`config.mk`:
```
export PLATFORM = sky130hd
export DESIGN_NAME = brb_ctrl
export DESIGN_NICKNAME = d
export VERILOG_FILES = /design/src/hw/rtl/brb_pkg.sv /design/src/hw/rtl/brb_ctrl.sv
export SDC_FILE = /design/constraint.sdc
export NUM_CORES = 1
export LEC_CHECK = 0
export ABC_CLOCK_PERIOD_IN_PS = 1400
export BUFFER_PORTS_ARGS = -buffer_cell sky130_fd_sc_hd__buf_2
export CAP_MARGIN = 20
export CORE_AREA = 2 2 39 41
export CTS_CLUSTER_DIAMETER = 80
export CTS_CLUSTER_SIZE = 28
export DETAILED_ROUTE_END_ITERATION = 6
export DIE_AREA = 0 0 41 43
export PLACE_DENSITY_LB_ADDON = 0.12
export SLEW_MARGIN = 20
export SYNTH_ARGS = -nofsm -noshare
export SYNTH_HDL_FRONTEND = slang
export SYNTH_SLANG_ARGS = --single-unit
```
`constraint.sdc`:
```
create_clock -name clk -period 1.4 [get_ports clk]
set_input_delay 0.07 -clock clk [delete_from_list [all_inputs] [get_ports clk]]
set_output_delay 0.07 -clock clk [all_outputs]
set_load 0.1 [all_outputs]
```
`src/hw/rtl/brb_pkg.sv`:
```
`default_nettype none
// ---------------------------------------------------------------------------
// Byte ring buffer package
// Shared codes, constants and payload types of the byte ring buffer.
// ---------------------------------------------------------------------------
package brb_pkg;

	localparam int RING_BYTES_DEF = 4096;
	localparam int MAX_READ_DEF   = 64;
	localparam int RING_CAP       = 4096;

	localparam logic [3:0] LG_MIN       = 4'd6;
	localparam logic [3:0] LG_MAX       = 4'd12;
	localparam logic [3:0] SIZE_LOG2_RST = 4'd12;

	typedef enum logic [2:0] {
		OP_RESET  = 3'd0,
		OP_WSTART = 3'd1,
		OP_WBYTE  = 3'd2,
		OP_READ   = 3'd3,
		OP_PEEK   = 3'd4,
		OP_SKIP   = 3'd5
	} op_t;

	typedef enum logic [1:0] {
		ST_OK      = 2'd0,
		ST_INVAL   = 2'd1,
		ST_NOSPACE = 2'd2,
		ST_NOWRITE = 2'd3
	} status_t;

	typedef struct packed {
		logic [2:0]  op;
		logic [11:0] length;
		logic [7:0]  byte_in;
	} in_item_t;

	typedef struct packed {
		logic [1:0]  status;
		logic [7:0]  byte_out;
		logic [11:0] count;
		logic        last;
		logic [11:0] space;
		logic [11:0] used;
	} out_item_t;

	// controller to datapath
	typedef struct packed {
		logic exec;
		logic fetch;
		logic cfg_we;
	} ctrl_cmd_t;

	// datapath to controller
	typedef struct packed {
		logic multi;
		logic last;
	} dp_stat_t;

endpackage
`default_nettype wire

```
`src/hw/rtl/brb_ctrl.sv`:
```
`default_nettype none
// ---------------------------------------------------------------------------
// Byte ring buffer controller
// Sequences one item at a time: execute, then either one result or a
// fetch/emit loop over the bytes of a read or peek.
// ---------------------------------------------------------------------------
module brb_ctrl (
	input  wire                   clk,
	input  wire                   arst_n,
	input  wire                   in_valid,
	output logic                  in_stall,
	output logic                  out_valid,
	input  wire                   out_stall,
	input  wire                   cfg_valid,
	output logic                  cfg_ready,
	input  brb_pkg::dp_stat_t     stat,
	output brb_pkg::ctrl_cmd_t    cmd
);

	typedef enum logic [3:0] {
		S_IDLE  = 4'b0001,
		S_RESP  = 4'b0010,
		S_FETCH = 4'b0100,
		S_EMIT  = 4'b1000
	} state_t;

	state_t state_q, state_d;

	always_comb begin
		state_d   = state_q;
		in_stall  = 1'b1;
		out_valid = 1'b0;
		cfg_ready = 1'b0;
		cmd       = '0;
		unique case (state_q)
			S_IDLE: begin
				cfg_ready  = 1'b1;
				cmd.cfg_we = cfg_valid;
				// hold the input while a config write is taken
				in_stall   = cfg_valid;
				if (in_valid && !cfg_valid) begin
					cmd.exec = 1'b1;
					state_d  = stat.multi ? S_FETCH : S_RESP;
				end
			end
			S_RESP: begin
				out_valid = 1'b1;
				if (!out_stall) begin
					state_d = S_IDLE;
				end
			end
			S_FETCH: begin
				cmd.fetch = 1'b1;
				state_d   = S_EMIT;
			end
			S_EMIT: begin
				out_valid = 1'b1;
				// advance to the next byte once this transfer completes
				if (!out_stall) begin
					state_d = stat.last ? S_IDLE : S_FETCH;
				end
			end
			default: begin
				state_d = S_IDLE;
			end
		endcase
	end

	always_ff @(posedge clk or negedge arst_n) begin
		if (!arst_n) begin
			state_q <= S_IDLE;
		end else begin
			state_q <= state_d;
		end
	end

	a_fetch_then_show: assert property (@(posedge clk) disable iff (!arst_n)
		cmd.fetch |=> (out_valid && !cmd.fetch))
		else $error("fetched byte not presented");

	a_no_exec_while_busy: assert property (@(posedge clk) disable iff (!arst_n)
		out_valid |-> (!cmd.exec && !cmd.cfg_we))
		else $error("item or config taken while a result is pending");

endmodule
`default_nettype wire

```
* Yosys cells after proc, flatten, opt, wreduce, memory -nomap -nowiden *
Cells that the tools add are included.

storage, ports and cells
  register bits = 4
  input port bits = 7
  word-level logic and storage cells = 25

operators by class
  equal/unequal tests = 7
  multiplexer cells = 13
  reductions and logical operators = 4

operators by type and width
  operator                                                          count
  4-bit case mux with 4 select lines                                1
  4-bit 2-to-1 mux                                                  3
  1-bit 2-to-1 mux                                                  7
  3-bit 2-to-1 mux                                                  2
  2-bit != test (second input constant)                             3
  4-bit by 1-bit == test with 1-bit output (second input constant)  1
  4-bit by 2-bit == test with 1-bit output (second input constant)  1
  4-bit by 3-bit == test with 1-bit output (second input constant)  1
  4-bit == test (second input constant)                             1
  3-bit AND reduction                                               1
  2-bit OR reduction                                                1
  1-bit logical AND                                                 1
  1-bit logical NOT                                                 1

* Logic depth before layout (Yosys ltp) *
  depth in word-level cells = 4
  mapped depth = 5
  gate-level depth less buffers = 4

* Worst setup path after synthesis *
Ideal clock, no wire load.

  path kind = register to register
  start = register state_q[1]
  end = register state_q[2]
  library setup time = 229 ps
  arrival = 2861 ps
  path slack = -1690 ps
  cell stages (with the launch flop) = 5
  path buffers = 1
  period minus slack after synthesis = 3090 ps
  cells stage by stage = dfrtp_1 -> buf_6 -> xnor2_1 -> nor3_1 -> a21oi_1

on the way
  cells in the longest elaborated chain, start to end = 3
  elaborated cells on any way between the ends = 9

RTL lines
  item                                                              line            source
  start: declaration                                                brb_ctrl.sv:27  state_t state_q, state_d;
  start signal: assignment                                          brb_ctrl.sv:73  state_q <= state_d;
  4-bit by 1-bit == test with 1-bit output (tied with other cells)  brb_ctrl.sv:35  unique case (state_q)
  2-bit != test (no line)                                           -
  3-bit AND reduction (no line)                                     -

Several ways; a longest one is shown, not always the timed one.
A chain may end at the register's enable or synchronous reset.

==> key figures <==
Global route
  • GR Overflow Total: 0
  • Vias in the first global route: 366
  • Pin count of the biggest net entering global routing: 9
  • Initial antenna violation count: 0
  • First-pass GRT wire length: between 1000 and 1500 um
  • Global Route Usage Sum: 12.1%

Synthesis
  • Cell variety after synth: 25
  • Synth area leader: dfrtp_1
  • Syn_nets: 41
  • Number of synthesized flops with an enable pin: 0
  • Post-Syn Instances: 34
  • Average cell area after synthesis: slightly above 9 um^2
  • Post-synth top area share: a little under a quarter
  • Seq/Total Area, Yosys: approximately a third
  • Post-synth top cells: dfrtp_1, nor3_1
  • Dominant cells by area after synthesis: dfrtp_1, dfstp_2, nor4b_4, nor3b_4, nor3_1
  • Synthesized flop and latch total: 4
  • Post-synth top flop: dfrtp_1
  • Yosys warning count: 0
  • Post-synth ARST share: 100%
  • Cell Area, Synth: 313 um^2

Finish
  • Share of layout cells above drive strength 1: approximately three fifths
  • Nets@finish: 67
  • Largest regs: state_q x4
  • # diodes: 0
  • Most flops, register: state_q
  • Max FFs per register: 4
  • Core Util, Final: around 44%
  • P&R area growth vs syn: 96.0%

Critical path
  • Setup crit start kind: flip-flop
  • Crit. End Element: output pin
  • CP bufs+invs: 1
  • CP Depth: 3
  • CP peak stage delay: 0.52 ns
  • Worst setup path class: reg2out
  • CP arrival: between 1.5 and 2 ns
  • Slowest CP cell: dfstp_2
  • Cells on worst reg2reg path: 6
  • Top delay family on crit path: simple AND/OR/NAND/NOR gates
  • Worst endpoint required time: between 1 and 1.5 ns
  • Crit path cell chain: nor4b_4 -> nor3b_4 -> buf_12
  • Largest fanout on the critical path: 3

Routing
  • Drt drc: 0
  • WL final: roughly 890 um
  • WL per Instance: approximately 12 um
  • Routed vias/inst: around 4.5
  • Pre-antenna DRT Iters: 4
  • Drt initial violations: 3
  • DRT antenna net count: 0
  • Vias: around 340

Timing
  • FMAX: about 630 MHz
  • Final period utilization: 113%
  • Tightest Pin Transition: ~0.35 ns
  • Tmin final: 1.58 ns
  • Final setup violation count: 7
  • Fin. max-slew vios: 0
  • Final hold violation count: 0
  • Worst Skew: approximately 0.015 ns
  • Relative slew slack: around 77%
  • Hold_ws: 0.0532 ns
  • Setup ws final: -0.181 ns
  • RSZ-0062 raised after global routing: yes

Placed design
  • PortBufs: 12
  • Dpl hpwl: 605 um
  • GP Congestion: 0.762

Clocking
  • TritonCTS buffer count: 3
  • Root Driver: clkbuf_4
  • Reg clk slew, reported paths: about 0.050 ns
  • CTS tree: yes
  • H-tree depth: 1
  • Clk sink count: 4
  • Clock Tree Buf Depth: 2
  • Clock Latency Late Sink: between 0.2 and 0.3 ns

Hold path
  • Hold crit path type: in2reg
  • Worst hold stages: 2

Die
  • Die area: around 1800 um^2
  • Rows: 14
  • Starting Density: a little under a quarter
  • Die Height: ~43 um
  • Io pins: 13
  • Die Wd: between 40 and 50 um
  • Placeable Area: ~1400 um^2

Status
  • Outcome: finished, violations left
  • Failing checks: setup timing

Flow run
  • Total of max-cap violations: 0
timing repair:
| item | in CTS | in global routing |
|---|---|---|
| resized for setup | 6 | 6 |
| hold buffers | 1 | 0 |
| endpoints found under the setup margin | 6 | 8 |
| hold endpoints to repair | 4 | 0 |
| gates cloned | 0 | 0 |
| pin swaps | 0 | 4 |
| buffers inserted | 3 | 2 |
final timing paths:
path                       slack (ns)  startpoint    endpoint
max                             -0.18  state_q[0]      cmd[2]
min                              0.05   out_stall  state_q[2]
min in group asynchronous        0.16      arst_n  state_q[2]
max reg2reg                     -0.01  state_q[0]  state_q[2]
min reg2reg                      0.64  state_q[1]  state_q[3]
max in group asynchronous        1.02      arst_n  state_q[0]
kinds of logic (layout without fill, tap and decap cells):
logic type,Yosys count,after routing,share of synthesized area (%)
AOI/OAI and AO/OA,8,8,15.2
xor gates and xnor gates,1,1,2.80
buffers and inverters,4,29,7.60
DFF,4,4,32.4
and+or+nand+nor,17,17,42.0
stage by stage:
step | instances | TNS (ns) | instance area (um^2) | setup WS, ns
after CTS | 74 | -0.586 | 583 | -0.198
after detailed placement | 67 | 0 | 509 | 0.0269
after global routing | 75 | -1.13 | 613 | -0.234
after global placement | 67 | 0 | 509 | 0.0504
after floorplan | 34 | -9.45 | 327 | -1.62
final | 75 | -0.705 | 613 | -0.181
cells in the final DEF, fill, tap and decap left out:
cell	n
nor3_1	1
buf_4	8
buf_6	3
nor4_1	1
nand3b_1	1
nor2_1	1
nor3_2	2
o21ai_1	1
inv_1	2
nor3b_4	1
buf_12	5
buf_2	6
nor4b_4	1
nand3_1	1
nand2_1	1
nand2b_1	2
a21o_1	1
a21oi_1	2
nor2b_4	2
clkbuf_4	3
nor3b_2	1
dfrtp_1	3
or2b_1	1
o21a_1	1
xnor2_1	1
dlygate4sd3_1	1
a211oi_2	1
o21ai_0	2
clkbuf_1	1
dfstp_2	1
and2_4	1
layer usage:
layer | wire, um | vias up | GRT usage [%]
li1 | - | 168 | -
met1 | 366 | 165 | 15.5
met2 | 493 | 6 | 16.6
met3 | 25 | 0 | 2.09
met4 | 0 | 0 | 10.0
met5 | 0 | - | 0
cell type report:
| cell class | count | area [um^2] |
|---|---|---|
| sequential | 4 | 101 |
| inverter | 2 | 7.51 |
| clock buffer | 4 | 26.3 |
| tap | 16 | 20.0 |
| multi-input combinational | 26 | 224 |
| timing repair buffer | 23 | 234 |
| fill | 131 | 771 |
Power is not shown: default switching activity piles up to over one toggle a cycle in this logic, so the estimate is an artifact.
